`config.mk`:
```
export PLATFORM = sky130hd
export DESIGN_NAME = keyed_write_buffer_table
export DESIGN_NICKNAME = d
export VERILOG_FILES = /design/src/rtl/kwbt_pkg.sv /design/src/rtl/kwbt_ram.sv /design/src/rtl/keyed_write_buffer_table.sv
export VERILOG_INCLUDE_DIRS = /design/src /design/src/rtl
export SDC_FILE = /design/constraint.sdc
export NUM_CORES = 2
export LEC_CHECK = 0
export ABC_CLOCK_PERIOD_IN_PS = 14340
export BUFFER_PORTS_ARGS = -buffer_cell sky130_fd_sc_hd__buf_2
export CAP_MARGIN = 10
export CORE_AREA = 5 5 570 572
export CTS_BUF_LIST = sky130_fd_sc_hd__clkbuf_4 sky130_fd_sc_hd__clkbuf_8
export CTS_CLUSTER_SIZE = 24
export DETAILED_ROUTE_END_ITERATION = 10
export DIE_AREA = 0 0 575 577
export PLACE_DENSITY = 0.71
export SYNTH_ARGS = -nofsm -noshare
export SYNTH_HDL_FRONTEND = slang
export SYNTH_SLANG_ARGS = --single-unit
```
`constraint.sdc`:
```
create_clock -name clock -period 14.34 [get_ports clock]
set_clock_uncertainty 0.1 [all_clocks]
set_input_delay 2.868 -clock clock [delete_from_list [all_inputs] [get_ports clock]]
set_output_delay 2.868 -clock clock [all_outputs]
set_load 0.02 [all_outputs]
```
`src/rtl/keyed_write_buffer_table_macros.svh`:
```
// Assertion macros shared by the RTL of the keyed write buffer table.
// Both sample on the rising edge of clock and are disabled while reset is high.
`ifndef KEYED_WRITE_BUFFER_TABLE_MACROS_SVH
`define KEYED_WRITE_BUFFER_TABLE_MACROS_SVH

// The condition holds at every edge.
`define KWBT_ASSERT_ALWAYS(lbl, cond, msg) \
   lbl: assert property (@(posedge clock) disable iff (reset) (cond)) \
      else $error(msg);

// When the antecedent holds, the consequent holds at the next edge.
`define KWBT_ASSERT_NEXT(lbl, ante, cons, msg) \
   lbl: assert property (@(posedge clock) disable iff (reset) (ante) |=> (cons)) \
      else $error(msg);

`endif

```
`src/rtl/kwbt_pkg.sv`:
```
`default_nettype none

package kwbt_pkg;

   localparam int ENTRIES_DEFAULT    = 64;
   localparam int KEY_BITS_DEFAULT   = 64;
   localparam int VALUE_BITS_DEFAULT = 32;

   localparam int CFG_BITS   = 7;
   localparam int COUNT_BITS = 7;

   localparam logic [CFG_BITS-1:0]   CAPACITY_RESET = 7'd64;
   localparam logic [COUNT_BITS-1:0] COUNT_MAX      = 7'd127;

   localparam logic KIND_INSERT = 1'b0;
   localparam logic KIND_REMOVE = 1'b1;

   typedef enum logic [4:0] {
      S_IDLE  = 5'b00001,
      S_SCAN  = 5'b00010,
      S_APPLY = 5'b00100,
      S_BOUND = 5'b01000,
      S_DONE  = 5'b10000
   } kwbt_state_type;

endpackage

`default_nettype wire

```
`src/rtl/kwbt_ram.sv`:
```
`default_nettype none

module kwbt_ram #(
   parameter int WIDTH = 64,
   parameter int DEPTH = 64
) (
   input  wire logic                     clock,
   input  wire logic                     wr_en,
   input  wire logic [$clog2(DEPTH)-1:0] wr_addr,
   input  wire logic [WIDTH-1:0]         wr_data,
   input  wire logic                     rd_en,
   input  wire logic [$clog2(DEPTH)-1:0] rd_addr,
   output logic      [WIDTH-1:0]         rd_data
);

   logic [WIDTH-1:0] mem_ff [DEPTH];
   logic [WIDTH-1:0] rd_data_ff;

   always_ff @(posedge clock) begin
      if (wr_en) begin
         mem_ff[wr_addr] <= wr_data;
      end
      if (rd_en) begin
         rd_data_ff <= mem_ff[rd_addr];
      end
   end

   assign rd_data = rd_data_ff;

endmodule

`default_nettype wire

```
`src/rtl/keyed_write_buffer_table.sv`:
```
// Each item walks the stored entries in the key memory; a lookup that hits ends its walk early,
// and an insert that freezes the table adds a second pass over the entries for the key bounds.
// While a finished result is stalled, the next item waits in its done state.
// Throughput: one item at a time; one shared compare unit walks the key memory one entry per cycle.
// A finished result waits in an output register, so the next item can be taken meanwhile.
// Reset (synchronous, active high) empties the table, clears the counts, the freeze flag and
// the latched keys, and sets capacity to 64; stored keys and values are left as they are.
`default_nettype none
`include "keyed_write_buffer_table_macros.svh"

module keyed_write_buffer_table
   import kwbt_pkg::*;
#(
   parameter int ENTRIES    = ENTRIES_DEFAULT,
   parameter int KEY_BITS   = KEY_BITS_DEFAULT,
   parameter int VALUE_BITS = VALUE_BITS_DEFAULT
) (
   input  wire logic                  clock,
   input  wire logic                  reset,

   input  wire logic                  csr_wr_en,
   input  wire logic [CFG_BITS-1:0]   csr_wr_data,

   input  wire logic                  req_valid,
   output logic                       req_stall,
   input  wire logic                  req_kind,
   input  wire logic [KEY_BITS-1:0]   req_key,
   input  wire logic [VALUE_BITS-1:0] req_value,

   output logic                       rsp_valid,
   input  wire logic                  rsp_stall,
   output logic                       rsp_accepted,
   output logic                       rsp_frozen,
   output logic      [KEY_BITS-1:0]   rsp_key_min,
   output logic      [KEY_BITS-1:0]   rsp_key_max,
   output logic      [COUNT_BITS-1:0] rsp_entries_used
);

   localparam int IDX_W = $clog2(ENTRIES);
   localparam int CNT_W = $clog2(ENTRIES + 1);
   localparam logic [CNT_W-1:0] FULL_COUNT = CNT_W'(ENTRIES);

   kwbt_state_type state_ff, state_in;

   logic                  kind_ff;
   logic [KEY_BITS-1:0]   key_ff;
   logic [VALUE_BITS-1:0] value_ff;

   logic [CNT_W-1:0]      issue_idx_ff, issue_idx_in;
   logic                  pend_ff, pend_in;
   logic [IDX_W-1:0]      pend_idx_ff, pend_idx_in;
   logic                  hit_ff, hit_in;
   logic [IDX_W-1:0]      hit_idx_ff, hit_idx_in;
   logic                  acc_ff, acc_in;

   logic [CNT_W-1:0]      fill_count_ff, fill_count_in;
   logic [COUNT_BITS-1:0] write_count_ff, write_count_in;
   logic                  freeze_ff, freeze_in;
   logic [KEY_BITS-1:0]   low_key_ff, low_key_in;
   logic [KEY_BITS-1:0]   high_key_ff, high_key_in;
   logic [CFG_BITS-1:0]   capacity_ff, capacity_in;

   logic                  rsp_valid_ff, rsp_valid_in;
   logic                  rsp_accepted_ff;
   logic                  rsp_frozen_ff;
   logic [KEY_BITS-1:0]   rsp_key_min_ff;
   logic [KEY_BITS-1:0]   rsp_key_max_ff;
   logic [COUNT_BITS-1:0] rsp_entries_used_ff;

   logic                  req_fire;
   logic                  rsp_load;
   logic                  issue;
   logic                  scan_end;

   logic                  key_we;
   logic [IDX_W-1:0]      key_waddr;
   logic [KEY_BITS-1:0]   key_wdata;
   logic [KEY_BITS-1:0]   key_rdata;
   logic                  value_we;
   logic [IDX_W-1:0]      value_waddr;

   logic                  key_eq, key_lt, key_gt;
   logic [COUNT_BITS-1:0] write_count_inc;

   assign req_stall = (state_ff != S_IDLE);
   assign req_fire  = req_valid && !req_stall;

   // Shared compare unit on the key memory read port.
   assign key_eq = (key_rdata == key_ff);
   assign key_lt = (key_rdata < low_key_ff);
   assign key_gt = (key_rdata > high_key_ff);

   assign issue    = (state_ff inside {S_SCAN, S_BOUND})
                     && (issue_idx_ff < fill_count_ff);
   // The walk is over once every entry has been read and compared.
   assign scan_end = !pend_ff && (issue_idx_ff == fill_count_ff);
   assign rsp_load = (state_ff == S_DONE) && (!rsp_valid_ff || !rsp_stall);

   assign write_count_inc = (write_count_ff < COUNT_MAX) ? write_count_ff + 1'b1
                                                         : write_count_ff;

   always_comb begin
      state_in       = state_ff;
      issue_idx_in   = issue_idx_ff;
      pend_in        = issue;
      pend_idx_in    = issue_idx_ff[IDX_W-1:0];
      hit_in         = hit_ff;
      hit_idx_in     = hit_idx_ff;
      acc_in         = acc_ff;
      fill_count_in  = fill_count_ff;
      write_count_in = write_count_ff;
      freeze_in      = freeze_ff;
      low_key_in     = low_key_ff;
      high_key_in    = high_key_ff;
      capacity_in    = csr_wr_en ? csr_wr_data : capacity_ff;
      key_we         = 1'b0;
      key_waddr      = fill_count_ff[IDX_W-1:0];
      key_wdata      = key_ff;
      value_we       = 1'b0;
      value_waddr    = fill_count_ff[IDX_W-1:0];

      if (issue) begin
         issue_idx_in = issue_idx_ff + 1'b1;
      end

      case (state_ff)
         S_IDLE: begin
            if (req_fire) begin
               issue_idx_in = '0;
               state_in     = S_SCAN;
            end
         end
         S_SCAN: begin
            if (pend_ff && key_eq) begin
               hit_in     = 1'b1;
               hit_idx_in = pend_idx_ff;
               state_in   = S_APPLY;
            end else if (scan_end) begin
               hit_in   = 1'b0;
               state_in = S_APPLY;
            end
         end
         S_APPLY: begin
            acc_in       = 1'b0;
            state_in     = S_DONE;
            issue_idx_in = '0;
            if (kind_ff == KIND_REMOVE) begin
               if (hit_ff) begin
                  key_we    = 1'b1;
                  key_waddr = hit_idx_ff;
                  key_wdata = '0;
                  acc_in    = 1'b1;
               end
            end else if (!freeze_ff) begin
               write_count_in = write_count_inc;
               if (hit_ff) begin
                  value_we    = 1'b1;
                  value_waddr = hit_idx_ff;
                  acc_in      = (write_count_inc < capacity_ff);
               end else if (fill_count_ff == FULL_COUNT) begin
                  state_in = S_BOUND;
               end else begin
                  key_we        = 1'b1;
                  value_we      = 1'b1;
                  fill_count_in = fill_count_ff + 1'b1;
                  if (write_count_inc >= capacity_ff) begin
                     state_in = S_BOUND;
                  end else begin
                     acc_in = 1'b1;
                  end
               end
            end
         end
         S_BOUND: begin
            // The first entry seeds both bounds; later entries only widen them.
            if (pend_ff) begin
               if (pend_idx_ff == '0) begin
                  low_key_in  = key_rdata;
                  high_key_in = key_rdata;
               end else begin
                  if (key_lt) begin
                     low_key_in = key_rdata;
                  end
                  if (key_gt) begin
                     high_key_in = key_rdata;
                  end
               end
            end else if (scan_end) begin
               freeze_in = 1'b1;
               state_in  = S_DONE;
            end
         end
         S_DONE: begin
            if (rsp_load) begin
               state_in = S_IDLE;
            end
         end
         default: begin
            state_in = S_IDLE;
         end
      endcase
   end

   always_comb begin
      rsp_valid_in = rsp_valid_ff;
      if (rsp_load) begin
         rsp_valid_in = 1'b1;
      end else if (rsp_valid_ff && !rsp_stall) begin
         rsp_valid_in = 1'b0;
      end
   end

   always_ff @(posedge clock) begin
      if (reset) begin
         state_ff       <= S_IDLE;
         issue_idx_ff   <= '0;
         pend_ff        <= 1'b0;
         hit_ff         <= 1'b0;
         acc_ff         <= 1'b0;
         fill_count_ff  <= '0;
         write_count_ff <= '0;
         freeze_ff      <= 1'b0;
         low_key_ff     <= '0;
         high_key_ff    <= '0;
         capacity_ff    <= CAPACITY_RESET;
         rsp_valid_ff   <= 1'b0;
      end else begin
         state_ff       <= state_in;
         issue_idx_ff   <= issue_idx_in;
         pend_ff        <= pend_in;
         hit_ff         <= hit_in;
         acc_ff         <= acc_in;
         fill_count_ff  <= fill_count_in;
         write_count_ff <= write_count_in;
         freeze_ff      <= freeze_in;
         low_key_ff     <= low_key_in;
         high_key_ff    <= high_key_in;
         capacity_ff    <= capacity_in;
         rsp_valid_ff   <= rsp_valid_in;
      end
   end

   always_ff @(posedge clock) begin
      pend_idx_ff <= pend_idx_in;
      hit_idx_ff  <= hit_idx_in;
      if (req_fire) begin
         kind_ff  <= req_kind;
         key_ff   <= req_key;
         value_ff <= req_value;
      end
      // The result is a snapshot, so a stalled result survives the next item.
      if (rsp_load) begin
         rsp_accepted_ff     <= acc_ff;
         rsp_frozen_ff       <= freeze_ff;
         rsp_key_min_ff      <= low_key_ff;
         rsp_key_max_ff      <= high_key_ff;
         rsp_entries_used_ff <= COUNT_BITS'(fill_count_ff);
      end
   end

   kwbt_ram #(
      .WIDTH (KEY_BITS),
      .DEPTH (ENTRIES)
   ) u_key_ram (
      .clock   (clock),
      .wr_en   (key_we),
      .wr_addr (key_waddr),
      .wr_data (key_wdata),
      .rd_en   (issue),
      .rd_addr (issue_idx_ff[IDX_W-1:0]),
      .rd_data (key_rdata)
   );

   // Values are kept for the stored entries; no result field reads them back.
   kwbt_ram #(
      .WIDTH (VALUE_BITS),
      .DEPTH (ENTRIES)
   ) u_value_ram (
      .clock   (clock),
      .wr_en   (value_we),
      .wr_addr (value_waddr),
      .wr_data (value_ff),
      .rd_en   (1'b0),
      .rd_addr ('0),
      .rd_data ()
   );

   assign rsp_valid        = rsp_valid_ff;
   assign rsp_accepted     = rsp_accepted_ff;
   assign rsp_frozen       = rsp_frozen_ff;
   assign rsp_key_min      = rsp_key_min_ff;
   assign rsp_key_max      = rsp_key_max_ff;
   assign rsp_entries_used = rsp_entries_used_ff;

   `KWBT_ASSERT_ALWAYS(a_fill_bound, fill_count_ff <= FULL_COUNT, "fill count beyond table")
   `KWBT_ASSERT_ALWAYS(a_issue_bound, issue_idx_ff <= fill_count_ff, "walk beyond fill count")
   `KWBT_ASSERT_NEXT(a_freeze_sticky, freeze_ff, freeze_ff, "table left the frozen state")
   `KWBT_ASSERT_NEXT(a_frozen_no_append, freeze_ff, $stable(fill_count_ff),
                     "entry appended after freeze")

endmodule

`default_nettype wire

```
Yosys cells after proc, flatten, opt, wreduce, memory -nomap -nowiden
Memories as Yosys holds them, arrays and structs flattened. A register that Yosys moved wholly into a read port is not among the register bits.
Index checks and enable logic that the tools add are counted.
{"block": "word_totals", "register_bits": 380, "ramBits": 4096, "inputBits": 109, "out_inout_bits": 139, "wordCells": 118, "n_memories": 1}
{"memory": "u_key_ram.mem_ff", "words": 64, "width": 64, "read_ports": 1, "rd_clocked_by_memory_dff": 1, "wr": 1, "line": "kwbt_ram.sv:16", "rtl": "logic [WIDTH-1:0] mem_ff [DEPTH];"}
{"block": "classes", "n_addsub": 3, "order_cmp": 6, "eq_ne": 14, "muxes": 43, "bitwise": 5, "reduce_logical": 25}
{"operator": "$mux 64", "count": 7}
{"operator": "$eq 64x64->1", "count": 1}
{"operator": "$gt 64x64->1", "count": 1}
{"operator": "$lt 64x64->1", "count": 1}
{"operator": "$mux 5", "count": 11}
{"operator": "$pmux 5 s5", "count": 1}
{"operator": "$add 7x1->7 const B", "count": 3}
{"operator": "$mux 7", "count": 3}
{"operator": "$mux 6", "count": 3}
{"operator": "$mux 1", "count": 17}
{"operator": "$lt 7x7->1", "count": 2}
{"operator": "$pmux 7 s2", "count": 1}
{"operator": "$reduce_and 3->1", "count": 4}
{"operator": "$reduce_and 5->1", "count": 2}
{"operator": "$reduce_bool 2->1", "count": 5}
{"operator": "$ne 2x2->1 const B", "count": 4}
{"operator": "$eq 7x7->1", "count": 1}
{"operator": "$eq 7x7->1 const B", "count": 1}
{"operator": "$ge 7x7->1", "count": 1}
{"operator": "$lt 7x7->1 const B", "count": 1}
{"operator": "$logic_and 1x1->1", "count": 6}
{"operator": "$logic_not 6->1", "count": 1}
{"operator": "$eq 5x1->1 const B", "count": 1}
{"operator": "$eq 5x2->1 const B", "count": 1}
{"operator": "other kinds (9)", "count": 17}

Logic depth before layout (Yosys ltp)
{"block": "logic_depth", "ltp_word": 9, "ltp_mapped": 14, "depth_no_buf": 13}

Modules after synthesis
From an unflattened synthesis, not the netlist that was laid out.
{"block": "unflattened", "cells_unflattened": 8206, "hier_area_um2": 174468.6}
{"module": "kwbt_ram", "instances": 1, "cells_per_inst": 6598, "area_per_inst_um2": 156971.8, "seq_area_each_um2": 124919.8}
{"module": "keyed_write_buffer_table", "instances": 1, "cells_per_inst": 1608, "area_per_inst_um2": 17496.8, "seq_area_each_um2": 9689.3}

Least setup slack after synthesis
No wires, ideal clock.
{"block": "synth_timing", "path_type": "input port to flip-flop", "start": "input rsp_stall", "end": "register rsp_accepted_ff, in the netlist rsp_accepted, enable pin", "setup_time_ns": 0.678, "arrival_time_ns": 9.480, "required_time_ns": 13.562, "path_slack_ns": 4.082, "path_stages": 1, "n_path_buf": 0, "cell_sequence": "a21oi_1"}
{"block": "synth_via", "elab_chain_cells": 3}
{"item": "from (decl)", "line": "keyed_write_buffer_table.sv:31", "rtl": "input wire logic rsp_stall,"}
{"item": "$logic_not 1->1", "line": "keyed_write_buffer_table.sv:97", "rtl": "assign rsp_load = (state_ff == S_DONE) && (!rsp_valid_ff || !rsp_stall);"}
{"item": "$logic_or 1x1->1", "line": "keyed_write_buffer_table.sv:97"}
{"item": "$logic_and 1x1->1", "line": "keyed_write_buffer_table.sv:97"}
{"item": "to (signal assigned)", "line": "keyed_write_buffer_table.sv:253", "rtl": "rsp_accepted_ff <= acc_ff;"}
{"item": "to (decl)", "line": "keyed_write_buffer_table.sv:64", "rtl": "logic rsp_accepted_ff;"}
Every way passes these cells.
A chain may end at the register's enable or synchronous reset.

Worst setup path in the final report
{"block": "layout_timing", "start": "register state_ff[1]", "end": "memory u_key_ram.mem_ff[6][5], enable pin"}
{"block": "layout_via", "elab_chain_cells": 4, "elab_cells_between_ends": 5, "classes_between": "1 x eq/ne; 4 x mux"}
{"item": "from (decl)", "line": "keyed_write_buffer_table.sv:43", "rtl": "kwbt_state_type state_ff, state_in;"}
{"item": "from (signal assigned)", "line": "keyed_write_buffer_table.sv:228", "rtl": "state_ff <= state_in;"}
{"item": "$eq 5x3->1 (*)", "line": "keyed_write_buffer_table.sv:126", "rtl": "case (state_ff)"}
{"item": "$mux 1", "line": "keyed_write_buffer_table.sv:126"}
{"item": "$mux 1", "line": "kwbt_ram.sv:20", "rtl": "if (wr_en) begin"}
{"item": "$mux 1 (not written as such)", "line": "kwbt_ram.sv:21", "rtl": "mem_ff[wr_addr] <= wr_data;"}
{"item": "to (decl)", "line": "kwbt_ram.sv:16"}
Mark *: on every way between the ends. The rest lies on a longest branch, timed or not.

==> impl_metrics.csv <==
group,metric,value,unit
timing,final-setup-viol-count,0,
setup_path,arrival_worst_endpoint,6.69,ns
floorplan,floorplan.initialDensity,54.6,%
floorplan,rows,208,
place,hpwl,250000,um
yosys,synthDominantCellAreaShare,75.2,%
finish,postLayoutCellArea,0.195,mm2
yosys,postSynthRegisterBits,4540,
yosys,synth.top_cells.by_area,"edfxtp_1, mux4_2, dfxtp_1",
yosys,ys_seq_area_share,77.2,%
clock_network,post_cts_buffers,0,
timing,worst_slew_pin_slew,1.23,ns
floorplan,io-pin-count,248,
global_routing,gr-total-overflow,0,
floorplan,dieArea,0.332,mm2
global_routing,groute.layer.met2.usage,43.2,%
yosys,synth_common_cells,"edfxtp_1, mux4_2, nor2_1",
global_routing,antenna_found_initial,18,
clock_network,cts_resized,0,
clock_network,tritoncts_clock_tree,"yes",
timing,achievable_frequency,164,MHz
clock_network,clockBufferDepth,4,
timing,slew_viol_final,0,
clock_network,cts_root_buf,"clkbuf_8",
yosys,synth.net_count,7709,
clock_network,htree_num_levels,6,
setup_path,path_max_fanout,40,
global_routing,grtUsageMet3,6.73,%
detailed_routing,remaining_drc_errors,0,
yosys,post-synth-top-area-cell,"edfxtp_1",
timing,finalHoldViolations,0,
yosys,synth_enable_flop_cells,4368,
floorplan,chipHeight,577,um
detailed_routing,drt-pass1-iter-count,6,
clock_network,clkTransAtPathRegs,0.06,ns
clock_network,clock_sink_count,4540,
place,postPlaceCellArea,0.182,mm2
status,outcome,"finished clean",
power_and_ir_drop,leakage,59.8,nW
setup_path,startpoint_type,"flip-flop",
global_routing,grt_pass1_wl,647000,um
floorplan,placeableCoreArea,0.320,mm2
timing,finalSetupTns,0,ns
yosys,postSynthAreaPerCell,23.4,um2
timing,timing.slew.headroom,17.1,%
place,gp_routability_congestion,0.887,
timing,finalCritPeriodShare,42.6,%
clock_network,clock_insertion_delay_worst_skew,1.11,ns
finish,fillCellCount,21300,
global_routing,grt_util_met1,38.5,%
global_routing,first_global_vias,84700,
global_routing,grt_max_degree,131,
detailed_routing,vias_per_cell,6.59,
yosys,synth_most_common_cell,"edfxtp_1",
power_and_ir_drop,ir_worst_vdd,97.5,uV
detailed_routing,drt-total-wl,462000,um
place,dp_cells,11800,
clock_network,cts_hold_repair.buffers,0,
power_and_ir_drop,power_density,131,mW/mm2
detailed_routing,wire_per_inst,35.6,um
detailed_routing,drt_iter0_markers,12400,
setup_path,required,14.91,ns
global_routing,global_route.usage.total,27.8,%
yosys,dominantRegCellSynth,"edfxtp_1",
yosys,syn-cell-area,0.174,mm2
yosys,yosys_warnings,0,
finish,layout-drive-gt1-share,33.8,%
power_and_ir_drop,totalPowerFinal,0.0256,W
floorplan,dieWidth,575,um
finish,finalNetCount,8513,
timing,timing.final.crit_period,6.12,ns
clock_network,cts_inserted_buffers,681,
flow_run,cap_violations,0,
finish,flow.area_growth_from_synthesis,11.8,%
timing,rsz0062_at_grt,"false",
detailed_routing,postRouteAntennaNets,0,
detailed_routing,num_vias,85600,
setup_path,crit_type,"reg -> reg",
finish,fin_cells,13000,
finish,post-route-util,61.0,%
setup_path,cp-end-kind,"flip-flop",
global_routing,grt-busiest-layer,"met2",
yosys,count_of_unique_library_cells_instantiated_by_yosys,62,
hold_path,worstHoldPathType,"reg -> reg",
yosys,syn-instance-count,7455,
yosys,synth_async_sr_flop_share,0,%
place,port-buffer-count,215,
layout by cell type (no fill, tap or decap), types with 7 or more instances in the layout:
| cell type | netlist | routed |
|---|---|---|
| inv_1 | 167 | 167 |
| mux4_2 | 1344 | 1344 |
| nand2b_1 | 20 | 20 |
| nand3_1 | 21 | 19 |
| clkinvlp_4 | 0 | 22 |
| nor3_1 | 25 | 23 |
| buf_12 | 0 | 15 |
| ha_1 | 145 | 145 |
| mux2i_1 | 140 | 140 |
| edfxtp_1 | 4368 | 4368 |
| xnor2_1 | 11 | 11 |
| a31oi_1 | 7 | 7 |
| buf_4 | 7 | 240 |
| clkinv_1 | 0 | 143 |
| clkbuf_4 | 0 | 222 |
| inv_6 | 0 | 9 |
| and2_1 | 60 | 55 |
| nor2_4 | 0 | 70 |
| dfxtp_1 | 172 | 166 |
| xor2_1 | 40 | 40 |
| clkinv_2 | 0 | 70 |
| nand4_1 | 30 | 30 |
| nor2_1 | 254 | 182 |
| clkbuf_8 | 0 | 709 |
| a21oi_1 | 61 | 59 |
| o21ai_0 | 33 | 33 |
| nand2_1 | 68 | 68 |
| o21a_1 | 7 | 7 |
| nor2b_1 | 18 | 17 |
| nor4_1 | 18 | 18 |
| buf_2 | 103 | 214 |
| bufinv_16 | 0 | 15 |
| a21o_1 | 11 | 11 |
| diode_2 | 0 | 10 |
registers in the layout, summed over array words and instances, names as in the netlist, 5 cells and up:
name,count
capacity_ff,7
fill_count_ff,7
high_key_ff,64
hit_idx_ff,6
issue_idx_ff,7
key_ff,64
low_key_ff,64
pend_idx_ff,6
rsp_entries_used,7
rsp_key_max,64
rsp_key_min,64
state_ff,5
u_key_ram.mem_ff,4096
u_key_ram.rd_data,64
write_count_ff,7
routing by layer:
layer | vias to the layer above | wire length (um)
li1 | 33300 | -
met3 | 1021 | 57100
met4 | 10 | 22000
met2 | 5923 | 218000
met5 | - | 252
met1 | 45300 | 165000
cells by family after synthesis:
logic type | share of synthesized area, %
AO/OA/AOI/OAI | 0.635
multiplexers | 18.2
buffers and inverters | 1.23
AND/OR/NAND/NOR | 1.48
flip-flops | 77.2
XOR/XNOR | 0.256
adder cells (fa/ha/maj) | 1.04
path summary, 6_finish.rpt:
kind | startpoint | end | slack, ns | depth (start not counted)
hold reg to reg | pend_idx_ff[2] | hit_idx_ff[2] | 0.33 | 0
hold / removal | pend_idx_ff[2] | hit_idx_ff[2] | 0.33 | 0
setup reg to reg | state_ff[1] | u_key_ram.mem_ff[6][5] | 8.22 | 11
setup / recovery | state_ff[1] | u_key_ram.mem_ff[6][5] | 8.22 | 11
worst max-delay path, cell delays in order (launching register included):
cell and delay, ns:
dfxtp_1 0.34, nor2_1 0.16, and3_1 0.32, nand3_4 0.55, buf_4 0.60, nor3b_1 0.30
a31oi_1 0.13, or2_2 0.40, nand2b_1 0.47, nor2_4 0.67, buf_4 0.70, buf_4 0.75
layout make-up:
type / instances / area [um2] / area share (%)
Sequential cell: 4540 / 135000 / 69.0
Multi-Input combinational cell: 2400 / 38200 / 19.6
Clock buffer: 931 / 11400 / 5.86
Tap cell: 4200 / 5260 / 2.69
Timing Repair Buffer: 469 / 3170 / 1.63
Clock inverter: 265 / 1650 / 0.844
Inverter: 167 / 627 / 0.321
Antenna cell: 10 / 25.0 / 0.0128
through the flow:
stage	hold WS [ns]	setup WS [ns]
finish	0.334	8.22
global route	0.350	8.17
CTS	0.327	8.30
detailed placement	0.313	8.36
global placement	0.305	8.45
floorplan	0.254	4.08
power by group:
| part | internal, W | total [W] | switching (W) | leakage [nW] |
|---|---|---|---|---|
| Clock | 0.00542 | 0.0103 | 0.00483 | 6.91 |
| Sequential | 0.0148 | 0.0148 | 0.0000423 | 40.7 |
| Combinational | 0.0000691 | 0.000507 | 0.000438 | 12.2 |
No activity file was read; power rests on OpenSTA's default activity.
